`config.mk`:
```
export PLATFORM = sky130hd
export DESIGN_NAME = utf8_to_utf16_transcoder
export DESIGN_NICKNAME = d
export VERILOG_FILES = /design/src/rtl/utt_pkg.sv /design/src/rtl/utt_front.sv /design/src/rtl/utt_cmd_fifo.sv /design/src/rtl/utt_back.sv /design/src/rtl/utf8_to_utf16_transcoder.sv
export VERILOG_INCLUDE_DIRS = /design/src /design/src/rtl
export SDC_FILE = /design/constraint.sdc
export NUM_CORES = 1
export LEC_CHECK = 0
export ABC_AREA = 1
export ABC_CLOCK_PERIOD_IN_PS = 7200
export BUFFER_PORTS_ARGS = -buffer_cell sky130_fd_sc_hd__buf_2
export CAP_MARGIN = 20
export CELL_PAD_IN_SITES_DETAIL_PLACEMENT = 1
export CELL_PAD_IN_SITES_GLOBAL_PLACEMENT = 1
export CORE_ASPECT_RATIO = 0.8
export CORE_MARGIN = 3
export CORE_UTILIZATION = 29
export DETAILED_ROUTE_END_ITERATION = 16
export MAX_ROUTING_LAYER = met4
export PLACE_DENSITY = 0.54
export SETUP_SLACK_MARGIN = 0.3
export SKIP_LAST_GASP = 1
export SLEW_MARGIN = 10
export SYNTH_ARGS = -nofsm -noshare
export SYNTH_HDL_FRONTEND = slang
export SYNTH_SLANG_ARGS = --single-unit
```
`constraint.sdc`:
```
create_clock -name clk_i -period 7.2 [get_ports clk_i]
set_input_delay 2.16 -clock clk_i [delete_from_list [all_inputs] [get_ports clk_i]]
set_output_delay 2.16 -clock clk_i [all_outputs]
set_load 0.02 [all_outputs]
```
`src/rtl/utf8_to_utf16_transcoder_assert.svh`:
```
// ----------------------------------------------------------------------------
// utf8_to_utf16_transcoder assertion macros
// shared property forms for the transcoder checks
// ----------------------------------------------------------------------------
`ifndef UTF8_TO_UTF16_TRANSCODER_ASSERT_SVH
`define UTF8_TO_UTF16_TRANSCODER_ASSERT_SVH

// same-cycle implication, off during reset
`define UTT_ASSERT_IMPLY(lbl, clk, rst_n, ante, cons, msg) \
  lbl: assert property (@(posedge clk) disable iff (!rst_n) (ante) |-> (cons)) \
    else $error(msg);

// next-cycle implication, off during reset
`define UTT_ASSERT_NEXT(lbl, clk, rst_n, ante, cons, msg) \
  lbl: assert property (@(posedge clk) disable iff (!rst_n) (ante) |=> (cons)) \
    else $error(msg);

`endif

```
`src/rtl/utt_pkg.sv`:
```
// ----------------------------------------------------------------------------
// utt_pkg
// types and constants shared by the transcoder front, queue and back
// ----------------------------------------------------------------------------
package utt_pkg;

  // replacement unit and surrogate bases
  localparam logic [15:0] ReplUnit  = 16'hFFFD;
  localparam logic [15:0] HiSurr    = 16'hD800;
  localparam logic [15:0] LoSurr    = 16'hDC00;
  localparam logic [15:0] SurrEnd   = 16'hDFFF;

  // code point limits
  localparam logic [20:0] SuppBase  = 21'h010000;
  localparam logic [20:0] MaxScalar = 21'h10FFFF;
  localparam logic [20:0] Min2Byte  = 21'h000080;
  localparam logic [20:0] Min3Byte  = 21'h000800;

  // one decoded byte worth of output: replacements first, then data units
  typedef struct packed {
    logic [2:0]  n_repl;
    logic [1:0]  n_data;
    logic [15:0] data0;
    logic [15:0] data1;
    logic        eos;
  } cmd_t;

  // command queue status
  typedef struct packed {
    logic full;
    logic empty;
  } fifo_stat_t;

endpackage

```
`src/rtl/utt_front.sv`:
```
// ----------------------------------------------------------------------------
// utt_front
// classifies accepted bytes against the open sequence and issues unit commands
// ----------------------------------------------------------------------------
module utt_front (
  input  logic          clk_i,
  input  logic          rst_ni,
  input  logic          fire_i,
  input  logic [7:0]    in_byte_i,
  input  logic          eos_i,
  output utt_pkg::cmd_t cmd_o,
  output logic          cmd_push_o
);

  logic [1:0]  seq_total_q, seq_total_d;
  logic [1:0]  held_q, held_d;
  logic [20:0] part_q, part_d;

  logic        open_seq;
  logic        is_cont;
  logic [2:0]  pre_repl;
  logic [2:0]  held_inc;
  logic [2:0]  tot_inc;
  logic [20:0] pv;
  logic [20:0] w_full;
  logic        bad;
  logic [1:0]  lead_tot;
  logic [20:0] lead_part;
  logic        is_lead;

  assign open_seq = (seq_total_q != 2'd0);
  assign is_cont  = (in_byte_i[7:6] == 2'b10);
  assign pre_repl = open_seq ? {1'b0, held_q} : 3'd0;
  assign held_inc = {1'b0, held_q} + 3'd1;
  assign tot_inc  = {1'b0, seq_total_q} + 3'd1;
  assign pv       = {part_q[14:0], in_byte_i[5:0]};
  assign w_full   = pv - utt_pkg::SuppBase;

  // lead byte decode
  always_comb begin
    is_lead   = 1'b1;
    lead_tot  = 2'd0;
    lead_part = '0;
    if (in_byte_i[7:5] == 3'b110) begin
      lead_tot  = 2'd1;
      lead_part = {16'd0, in_byte_i[4:0]};
    end else if (in_byte_i[7:4] == 4'b1110) begin
      lead_tot  = 2'd2;
      lead_part = {17'd0, in_byte_i[3:0]};
    end else if (in_byte_i[7:3] == 5'b11110) begin
      lead_tot  = 2'd3;
      lead_part = {18'd0, in_byte_i[2:0]};
    end else begin
      is_lead = 1'b0;
    end
  end

  // value checks on a completed sequence
  always_comb begin
    case (seq_total_q)
      2'd1:    bad = (pv < utt_pkg::Min2Byte);
      2'd2:    bad = (pv < utt_pkg::Min3Byte) ||
                     ((pv >= {5'd0, utt_pkg::HiSurr}) && (pv <= {5'd0, utt_pkg::SurrEnd}));
      default: bad = (pv < utt_pkg::SuppBase) || (pv > utt_pkg::MaxScalar);
    endcase
  end

  // command and next sequence state
  always_comb begin
    cmd_o        = '0;
    cmd_o.eos    = eos_i;
    seq_total_d  = seq_total_q;
    held_d       = held_q;
    part_d       = part_q;
    if (open_seq && is_cont) begin
      if (held_inc == tot_inc) begin
        seq_total_d = 2'd0;
        held_d      = 2'd0;
        part_d      = '0;
        if (bad) begin
          cmd_o.n_repl = tot_inc;
        end else if (seq_total_q == 2'd3) begin
          cmd_o.n_data = 2'd2;
          cmd_o.data0  = utt_pkg::HiSurr + {6'd0, w_full[19:10]};
          cmd_o.data1  = utt_pkg::LoSurr + {6'd0, w_full[9:0]};
        end else begin
          cmd_o.n_data = 2'd1;
          cmd_o.data0  = pv[15:0];
        end
      end else if (eos_i) begin
        cmd_o.n_repl = held_inc;
        seq_total_d  = 2'd0;
        held_d       = 2'd0;
        part_d       = '0;
      end else begin
        held_d = held_inc[1:0];
        part_d = pv;
      end
    end else begin
      // fresh decode, after flushing any held bytes of a broken sequence
      seq_total_d = 2'd0;
      held_d      = 2'd0;
      part_d      = '0;
      if (!in_byte_i[7]) begin
        cmd_o.n_repl = pre_repl;
        cmd_o.n_data = 2'd1;
        cmd_o.data0  = {8'd0, in_byte_i};
      end else if (is_lead && !eos_i) begin
        cmd_o.n_repl = pre_repl;
        seq_total_d  = lead_tot;
        held_d       = 2'd1;
        part_d       = lead_part;
      end else begin
        cmd_o.n_repl = pre_repl + 3'd1;
      end
    end
  end

  assign cmd_push_o = fire_i && ((cmd_o.n_repl != 3'd0) || (cmd_o.n_data != 2'd0));

  // sequence state
  always_ff @(posedge clk_i or negedge rst_ni) begin
    if (!rst_ni) begin
      seq_total_q <= 2'd0;
      held_q      <= 2'd0;
      part_q      <= '0;
    end else if (fire_i) begin
      seq_total_q <= seq_total_d;
      held_q      <= held_d;
      part_q      <= part_d;
    end
  end

endmodule

```
`src/rtl/utt_cmd_fifo.sv`:
```
// ----------------------------------------------------------------------------
// utt_cmd_fifo
// short command queue that decouples byte decode from unit output
// ----------------------------------------------------------------------------
module utt_cmd_fifo #(
  parameter int unsigned CmdDepth = 2
) (
  input  logic                clk_i,
  input  logic                rst_ni,
  input  logic                push_i,
  input  utt_pkg::cmd_t       wdata_i,
  input  logic                pop_i,
  output utt_pkg::cmd_t       rdata_o,
  output utt_pkg::fifo_stat_t stat_o
);

  localparam int unsigned PtrW = (CmdDepth > 1) ? $clog2(CmdDepth) : 1;
  localparam int unsigned CntW = $clog2(CmdDepth + 1);

  utt_pkg::cmd_t mem_q [CmdDepth];

  logic [PtrW-1:0] wr_ptr_q, rd_ptr_q;
  logic [CntW-1:0] count_q;
  logic            do_push, do_pop;

  assign stat_o.full  = (count_q == CntW'(CmdDepth));
  assign stat_o.empty = (count_q == '0);
  assign do_push      = push_i && !stat_o.full;
  assign do_pop       = pop_i && !stat_o.empty;
  assign rdata_o      = mem_q[rd_ptr_q];

  // storage
  always_ff @(posedge clk_i) begin
    if (do_push) begin
      mem_q[wr_ptr_q] <= wdata_i;
    end
  end

  // pointers and fill count
  always_ff @(posedge clk_i or negedge rst_ni) begin
    if (!rst_ni) begin
      wr_ptr_q <= '0;
      rd_ptr_q <= '0;
      count_q  <= '0;
    end else begin
      if (do_push) begin
        wr_ptr_q <= (wr_ptr_q == PtrW'(CmdDepth - 1)) ? '0 : wr_ptr_q + 1'b1;
      end
      if (do_pop) begin
        rd_ptr_q <= (rd_ptr_q == PtrW'(CmdDepth - 1)) ? '0 : rd_ptr_q + 1'b1;
      end
      if (do_push && !do_pop) begin
        count_q <= count_q + 1'b1;
      end else if (do_pop && !do_push) begin
        count_q <= count_q - 1'b1;
      end
    end
  end

endmodule

```
`src/rtl/utt_back.sv`:
```
// ----------------------------------------------------------------------------
// utt_back
// walks each command one code unit per cycle into the free output register
// ----------------------------------------------------------------------------
module utt_back (
  input  logic          clk_i,
  input  logic          rst_ni,
  input  utt_pkg::cmd_t cmd_i,
  input  logic          cmd_valid_i,
  output logic          cmd_pop_o,
  input  logic          pop_i,
  output logic          empty_o,
  output logic [15:0]   code_unit_o,
  output logic          last_unit_o
);

  logic        out_valid_q;
  logic [15:0] code_q;
  logic        last_q;
  logic [1:0]  idx_q;

  logic [2:0]  total;
  logic [2:0]  idx_ext;
  logic        last_of_cmd;
  logic        load;
  logic [15:0] unit;

  assign total       = cmd_i.n_repl + {1'b0, cmd_i.n_data};
  assign idx_ext     = {1'b0, idx_q};
  assign last_of_cmd = ((idx_ext + 3'd1) == total);
  assign load        = cmd_valid_i && (!out_valid_q || pop_i);
  assign cmd_pop_o   = load && last_of_cmd;

  // unit select: replacements lead, data units follow
  always_comb begin
    if (idx_ext < cmd_i.n_repl) begin
      unit = utt_pkg::ReplUnit;
    end else if (idx_ext == cmd_i.n_repl) begin
      unit = cmd_i.data0;
    end else begin
      unit = cmd_i.data1;
    end
  end

  // output beat register and position within the command
  always_ff @(posedge clk_i or negedge rst_ni) begin
    if (!rst_ni) begin
      out_valid_q <= 1'b0;
      idx_q       <= 2'd0;
    end else if (load) begin
      out_valid_q <= 1'b1;
      idx_q       <= last_of_cmd ? 2'd0 : idx_q + 2'd1;
    end else if (pop_i) begin
      out_valid_q <= 1'b0;
    end
  end

  always_ff @(posedge clk_i) begin
    if (load) begin
      code_q <= unit;
      last_q <= cmd_i.eos && last_of_cmd;
    end
  end

  assign empty_o     = !out_valid_q;
  assign code_unit_o = code_q;
  assign last_unit_o = last_q;

endmodule

```
`src/rtl/utf8_to_utf16_transcoder.sv`:
```
// ----------------------------------------------------------------------------
// utf8_to_utf16_transcoder
// utf-8 byte stream in, utf-16 code units out, 0xFFFD on malformed input
// ----------------------------------------------------------------------------
// channel   dir  handshake       payload
// byte in   in   push/full       in_byte_i[7:0], end_of_string_i
// unit out  out  pop/empty       code_unit_o[15:0], last_unit_o
//
// one byte is accepted per cycle while the command queue has room
// each byte yields 0 to 4 units; the back end emits a unit per cycle while popped,
// so bursts of replacement units or surrogate pairs fill the queue and stall input
// first unit of a byte goes through the command queue, then the output register
// reset clears the open sequence and empties the queue and the output register
// ----------------------------------------------------------------------------
`include "utf8_to_utf16_transcoder_assert.svh"

module utf8_to_utf16_transcoder #(
  parameter int unsigned CmdDepth = 2
) (
  input  logic        clk_i,
  input  logic        rst_ni,
  input  logic        push,
  output logic        full,
  input  logic [7:0]  in_byte_i,
  input  logic        end_of_string_i,
  output logic        empty,
  input  logic        pop,
  output logic [15:0] code_unit_o,
  output logic        last_unit_o
);

  utt_pkg::cmd_t       front_cmd;
  utt_pkg::cmd_t       head_cmd;
  utt_pkg::fifo_stat_t q_stat;
  logic                front_push;
  logic                back_pop;
  logic                in_fire;

  assign full    = q_stat.full;
  assign in_fire = push && !q_stat.full;

  // byte classification and sequence state
  utt_front u_front (
    .clk_i      (clk_i),
    .rst_ni     (rst_ni),
    .fire_i     (in_fire),
    .in_byte_i  (in_byte_i),
    .eos_i      (end_of_string_i),
    .cmd_o      (front_cmd),
    .cmd_push_o (front_push)
  );

  // command queue
  utt_cmd_fifo #(
    .CmdDepth (CmdDepth)
  ) u_fifo (
    .clk_i   (clk_i),
    .rst_ni  (rst_ni),
    .push_i  (front_push),
    .wdata_i (front_cmd),
    .pop_i   (back_pop),
    .rdata_o (head_cmd),
    .stat_o  (q_stat)
  );

  // unit serializer and output register
  utt_back u_back (
    .clk_i       (clk_i),
    .rst_ni      (rst_ni),
    .cmd_i       (head_cmd),
    .cmd_valid_i (!q_stat.empty),
    .cmd_pop_o   (back_pop),
    .pop_i       (pop && !empty),
    .empty_o     (empty),
    .code_unit_o (code_unit_o),
    .last_unit_o (last_unit_o)
  );

  // a byte never asks for more than four units
  `UTT_ASSERT_IMPLY(a_cmd_bound, clk_i, rst_ni, front_push,
    (front_cmd.n_repl + {1'b0, front_cmd.n_data}) <= 3'd4, "command exceeds four units")

  // the last byte of a string always leaves a command carrying the end mark
  `UTT_ASSERT_IMPLY(a_eos_cmd, clk_i, rst_ni, in_fire && end_of_string_i,
    front_push && front_cmd.eos, "end of string produced no command")

  // a waiting command reaches an idle output register in the next cycle
  `UTT_ASSERT_NEXT(a_back_fill, clk_i, rst_ni, !q_stat.empty && empty,
    !empty, "queued command not moved to output")

endmodule

```
## After elaboration in Yosys (flattened, before gate mapping)

Memories as Yosys holds them, arrays and structs flattened.
Cells that the tools add are included.

- Register bits: 43
- RAM bits: 76
- Output and inout bits: 19
- Logic and storage cells: 121
- Memories kept: 1

Memories:

| memory | words | width | read ports | clocked after Yosys merged registers in | write ports | line | RTL |
|---|---|---|---|---|---|---|---|
| u_fifo.mem_q | 2 | 38 | 1 | 0 | 1 | utt_cmd_fifo.sv:20 | `utt_pkg::cmd_t mem_q [CmdDepth];` |

- $add $sub $neg: 13
- $lt $le $gt $ge: 7
- Equality and inequality tests: 12
- Multiplexer cells: 48
- Reduce and logical (&&, ||, !) cells: 30

Operator list:

| operator | number |
|---|---|
| 15-bit two-way mux | 6 |
| 34-bit two-way mux | 2 |
| 16-bit two-way mux | 3 |
| 15-bit by 11-bit adder with 16-bit output, first input constant | 2 |
| 2-bit two-way mux | 16 |
| 21-bit by 16-bit greater-or-equal comparator with 1-bit output, second input constant | 1 |
| 21-bit > comparator, second input constant | 1 |
| 21-bit by 16-bit <= comparator with 1-bit output, second input constant | 1 |
| 21-bit by 12-bit less-than comparator with 1-bit output, second input constant | 1 |
| 21-bit by 17-bit less-than comparator with 1-bit output, second input constant | 1 |
| 21-bit by 8-bit less-than comparator with 1-bit output, second input constant | 1 |
| 21-bit two-way mux | 1 |
| 20-bit by 17-bit subtractor with 20-bit output, second input constant | 1 |
| 18-bit two-way mux | 1 |
| 3-bit two-way mux | 6 |
| 17-bit two-way mux | 1 |
| 1-bit logical AND | 13 |
| 1-bit two-way mux | 10 |
| 2-bit by 1-bit adder with 3-bit output, second input constant | 3 |
| 2-bit equality test, second input constant | 4 |
| 2-bit nonzero test | 4 |
| 3-bit equality test | 2 |
| 1-bit zero test | 6 |
| 5-bit equality test, second input constant | 1 |
| 17 further kinds | 22 |

## Logic depth before layout (Yosys ltp)

- Depth in word-level cells: 16
- Gate-level depth with buffers: 22
- Mapped depth without buffers: 22

## Hierarchy

From an unflattened synthesis, not the netlist that was laid out.

- Cells, all modules: 625
- Area total of the unflattened synthesis: 5931.9 µm²

By module, submodules not included:

| module | times used | cells each | area each (µm²) |
|---|---|---|---|
| utt_cmd_fifo | 1 | 230 | 2986.6 |
| utt_front | 1 | 271 | 1833.0 |
| utt_back | 1 | 119 | 1088.5 |
| utf8_to_utf16_transcoder | 1 | 5 | 23.8 |

## Worst setup path before layout

Ideal clock, no wire load.

- Path type: input -> register
- Start point: input in_byte_i[1]
- End point: memory u_fifo.mem_q[1][0] in the netlist's numbering (enable)
- Library setup time: 421 ps
- Arrival time: 4507 ps
- Setup slack: 2272 ps
- Cell stages on the path: 16
- Cell sequence: nand2_1 > nor2_1 > nand2_1 > nor2_2 > nand2_1 > nand2_1 > nand2_1 > nand2_2 > nand2_2 > nand2_4 > nand3_4 > nand2_2 > nor2_2 > nand3_2 > nand2_2 > nor2_1

- Word-level cells in the longest chain between the ends: 13
- Elaborated cells between the ends (all ways): 22
- Classes of those cells: order compare (6); mux (8); reduce/logical (8)

Ends and longest elaborated chain:

| element | line | RTL |
|---|---|---|
| from (decl) | utf8_to_utf16_transcoder.sv:24 | `input logic [7:0] in_byte_i,` |
| 21-bit by 16-bit greater-or-equal comparator with 1-bit output or 21-bit by 16-bit <= comparator with 1-bit output (tied branches) | utt_front.sv:63 | `((pv >= {5'd0, utt_pkg::HiSurr}) && (pv <= {5'd0, utt_pkg::SurrEnd}));` |
| 1-bit logical AND | utt_front.sv:63 |  |
| 1-bit logical OR | utt_front.sv:62 | `2'd2: bad = (pv < utt_pkg::Min3Byte) \|\|` |
| 1-bit one-hot mux with 2 select lines * | utt_front.sv:60 | `case (seq_total_q)` |
| 3-bit two-way mux or 34-bit two-way mux (tied branches) | utt_front.sv:80 | `if (bad) begin` |
| 3-bit two-way mux or 34-bit two-way mux (tied branches) | utt_front.sv:76 | `if (held_inc == tot_inc) begin` |
| 21-bit two-way mux * | utt_front.sv:75 | `if (open_seq && is_cont) begin` |
| 3-bit nonzero test or 2-bit nonzero test (tied branches) | utt_front.sv:119 | `assign cmd_push_o = fire_i && ((cmd_o.n_repl != 3'd0) \|\| (cmd_o.n_data != 2'd0));` |
| 1-bit logical OR * | utt_front.sv:119 |  |
| 1-bit logical AND * | utt_front.sv:119 |  |
| 1-bit logical AND * | utt_cmd_fifo.sv:28 | `assign do_push = push_i && !stat_o.full;` |
| 1-bit two-way mux * | utt_cmd_fifo.sv:34 | `if (do_push) begin` |
| 1-bit two-way mux (implied by the code) * | utt_cmd_fifo.sv:35 | `mem_q[wr_ptr_q] <= wdata_i;` |
| to (decl) | utt_cmd_fifo.sv:20 |  |

Every way passes the cells marked *; elsewhere a longest branch is shown, timed or not.

## Worst setup path in the final report

- Start point: input in_byte_i[5]
- End point: memory u_fifo.mem_q[0][25] in the netlist's numbering (enable)

- Word-level cells in the longest chain between the ends: 14
- Elaborated cells between the ends (all ways): 31
- Classes of those cells: order compare (6); eq/ne (3); mux (13); reduce/logical (9)

Ends and longest elaborated chain:

| element | line |
|---|---|
| branches (longest 7 deep; another with 21-bit by 16-bit greater-or-equal comparator with 1-bit output) | -- |
| 21-bit two-way mux * | utt_front.sv:75 |
| 3-bit nonzero test | utt_front.sv:119 |
| 1-bit logical OR * | utt_front.sv:119 |
| 1-bit logical AND * | utt_front.sv:119 |
| 1-bit logical AND * | utt_cmd_fifo.sv:28 |
| 1-bit two-way mux * | utt_cmd_fifo.sv:34 |
| 1-bit two-way mux (implied by the code) * | utt_cmd_fifo.sv:35 |

Every way passes the cells marked *.

==> flow_metrics.tcl <==
set metrics [dict create \
    syn_inst 488 \
    layout_common_cells "edfxtp_1, nor2_1, nand2_1" \
    rows 42 \
    diodes 0 \
    synth-edff-count 81 \
    cp_cell_sequence "buf_2 -> nand2_1 -> nor2_1 -> nand2_1 -> nor2_2 -> nand2_1 -> nand2_1 -> nand2_1 -> nand2_2 -> nand2_2 -> nand2_4 -> nand3_2 -> nand2_2 -> nor2_2 -> nand3_2 -> nand3_1 -> inv_1 -> buf_16 -> buf_4" \
    fp.dieW_um 154 \
    postLayoutCoreUtil 0.345 \
    area.growth.synth_to_final_pct 14.3 \
    max-cap-violations 0 \
    drc 0 \
    grt_overflow_total 0 \
    min-delay-start "u_fifo.wr_ptr_q" \
    crit_top_cell "nand2_1" \
    synthDistinctLibCells 44 \
    cts.sinks 107 \
    grt_usage 0.147 \
    cts-htree-levels 3 \
    reg2reg_slack_ns 3.55 \
    num_vias 3575 \
    ff_latch_area_sq_mm 0.00308 \
    dpl.hpwl_um 9570 \
    arrival_ns 4.73 \
    fin_skew_ns 0.00966 \
    max_freq_ghz 0.215 \
    multiInputGateArea_sq_mm 0.00175 \
    setup_viol 0 \
    hold_end "u_fifo.wr_ptr_q" \
    hold_violations 0 \
    outcome "finished clean" \
    crit_start "in_byte_i[5]" \
    slew_viol_final 0 \
    final.period_utilization 0.646 \
    maxSlewHeadroom 0.332 \
    clk_latency_ns 0.36 \
    coreArea_sq_mm 0.0169 \
    grt_pass1_wl_um 21300 \
    synth_ff_type "edfxtp_1" \
    place.gp.congestion 0.835 \
    rsz0062_at_grt "false" \
    wl_per_cell_um 17.7 \
    layout.nets 547 \
    cts_buffer_depth 2 \
    leakagePower_nw 2.28 \
    fin_ws_ns 2.55 \
    post-place-ws_ns 2.11 \
    layout-drive-gt1-share 0.184 \
    initial_utilization 0.302 \
    synth.area.top_cells "edfxtp_1, dfrtp_1, nor2_1" \
    ir_drop_v 0.000114 \
    cts_buffers 9 \
    end_kind "register" \
    postCtsHoldBufs 0 \
    viasPerCell 4.79 \
    syn_nets 514 \
    drtIter0Drc 232 \
    dieArea_sq_mm 0.0193 \
    die_y_um 125 \
    mostFrequentLayoutCell "edfxtp_1" \
    first_pass_iters 4 \
    hold_depth 2 \
    cts_resized 0 \
    ys_async_sr_fraction 0.243 \
    cp.required_ns 7.28 \
    drtAntennaViolNets 0 \
    crit_slowest_cell "inv_1" \
    crit_path_max_incr_delay_ns 0.59 \
    cts.reportedPaths.clkPinSlew_ns 0.07 \
    grt_antenna_before_repair 0 \
    post-route-min-period_ns 4.65 \
    post_cts_buffers 0 \
    regToRegStartpoint "u_front.seq_total_q[0]" \
    netlist_area_sq_mm 0.00511 \
    worstSetupPathType "in -> reg" \
    reg2reg_depth 15 \
    power_density_mw_per_mm2 405 \
    routed_wl_um 13200 \
    io_buffers 31 \
    cts_tree "built" \
    cts_root_buffer "clkbuf_16" \
    hp-class "reg -> reg" \
    start_kind "input port" \
    grt_max_degree 35 \
    grt_pass1_vias 3692 \
    setup_tns_ns 0 \
    yosys_warnings 0 \
    reg2reg_to "u_fifo.mem_q[0][25]" \
    yosysTopAreaCell "edfxtp_1" \
    ys_ff_latch 107 \
    fillers 1955 \
    syn_avg_cell_area_sq_um 10.5 \
    yosysSeqAreaShare 0.603 \
    netlist.area_leader.share 0.476 \
    final_cells 746 \
    worstMarginPinSlew_ns 1.00 \
    pin_count 32 \
    dp.cells 729 \
    crit_fanout 21 \
]
==> cells in the mapped netlist, types with 2 or more instances <==
| master | number |
|---|---|
| inv_1 | 50 |
| or2_2 | 12 |
| buf_2 | 4 |
| nand2_1 | 60 |
| nand4_1 | 3 |
| nor3_1 | 3 |
| inv_2 | 6 |
| nor2_2 | 5 |
| dfrtp_1 | 26 |
| a21oi_1 | 12 |
| clkbuf_1 | 9 |
| nand2_4 | 2 |
| xor2_1 | 4 |
| nand3_2 | 3 |
| o211ai_1 | 10 |
| nor2_1 | 69 |
| o31ai_1 | 6 |
| edfxtp_1 | 81 |
| ha_1 | 12 |
| o21ai_1 | 3 |
| o311ai_0 | 9 |
| nand2_2 | 7 |
| o21ai_0 | 24 |
| xnor2_1 | 5 |
| nand3_1 | 36 |
| o22ai_1 | 9 |
==> where the power goes <==
group / switching [W] / internal [W] / total (W)
combinational: 0.000627 / 0.000303 / 0.000929
clock: 0.000246 / 0.000244 / 0.000490
sequential: 0.0000621 / 0.000884 / 0.000946
==> stage by stage <==
stage / hold WS, ns / instance area (sq um) / total power (W)
6_report: 0.495 / 5840 / 0.00236
5_1_grt: 0.530 / 5840 / 0.00255
4_1_cts: 0.504 / 5830 / 0.00240
3_5_place_dp: 0.486 / 5540 / 0.00190
3_3_place_gp: 0.481 / 5510 / 0.00186
2_1_floorplan: 0.454 / 5110 / 0.00161
==> layout make-up <==
type | count | area share
inverter | 57 | 0.0366
clock buffer | 9 | 0.0385
clock inverter | 7 | 0.0116
sequential | 107 | 0.528
tap | 220 | 0.0471
multi-input combinational | 309 | 0.300
timing repair buffer | 37 | 0.0390
==> worst max path at each step <==
stage | endpoint | slack [ns]
final | u_fifo.mem_q[0][25] | 2.55
after global routing | u_fifo.mem_q[0][25] | 2.19
after CTS | u_fifo.mem_q[0][25] | 2.50
after detailed placement | u_fifo.mem_q[0][24] | 2.11
after global placement | u_fifo.mem_q[0][24] | 1.93
after floorplan | u_fifo.mem_q[1][0] | 2.27
==> sequential cells by signal, indices dropped and copies added (netlist names), 2 cells and up <==
name	cells
u_front.part_q	15
u_fifo.mem_q	64
u_front.seq_total_q	2
u_back.idx_q	2
u_front.held_q	2
u_back.code_unit_o	16
u_fifo.count_q	2
==> kinds of logic (layout without fill, tap and decap cells) <==
kind of cell    count (synthesis)  after routing  synth area share
buf+inv                        72            110            0.0553
simple gates                  207            207             0.193
flops                         107            107             0.603
xor+xnor                        9              9            0.0154
compound gates                 80             80             0.100
fa+ha+maj                      13             13            0.0333
==> routing by layer <==
layer / global-route usage / up-vias / wire [um]
met4: 0.0389 / 0 / 161
met5: - / - / 0
met1: 0.206 / 1766 / 6560
li1: - / 1750 / -
met3: 0.0316 / 13 / 480
met2: 0.217 / 46 / 5990
==> critical path, delay by kind of cell <==
kind / cells / cell delay (ns)
simple gates: 15 / 1.50
buf+inv: 4 / 1.07
(Power assumes the default switching activity.)
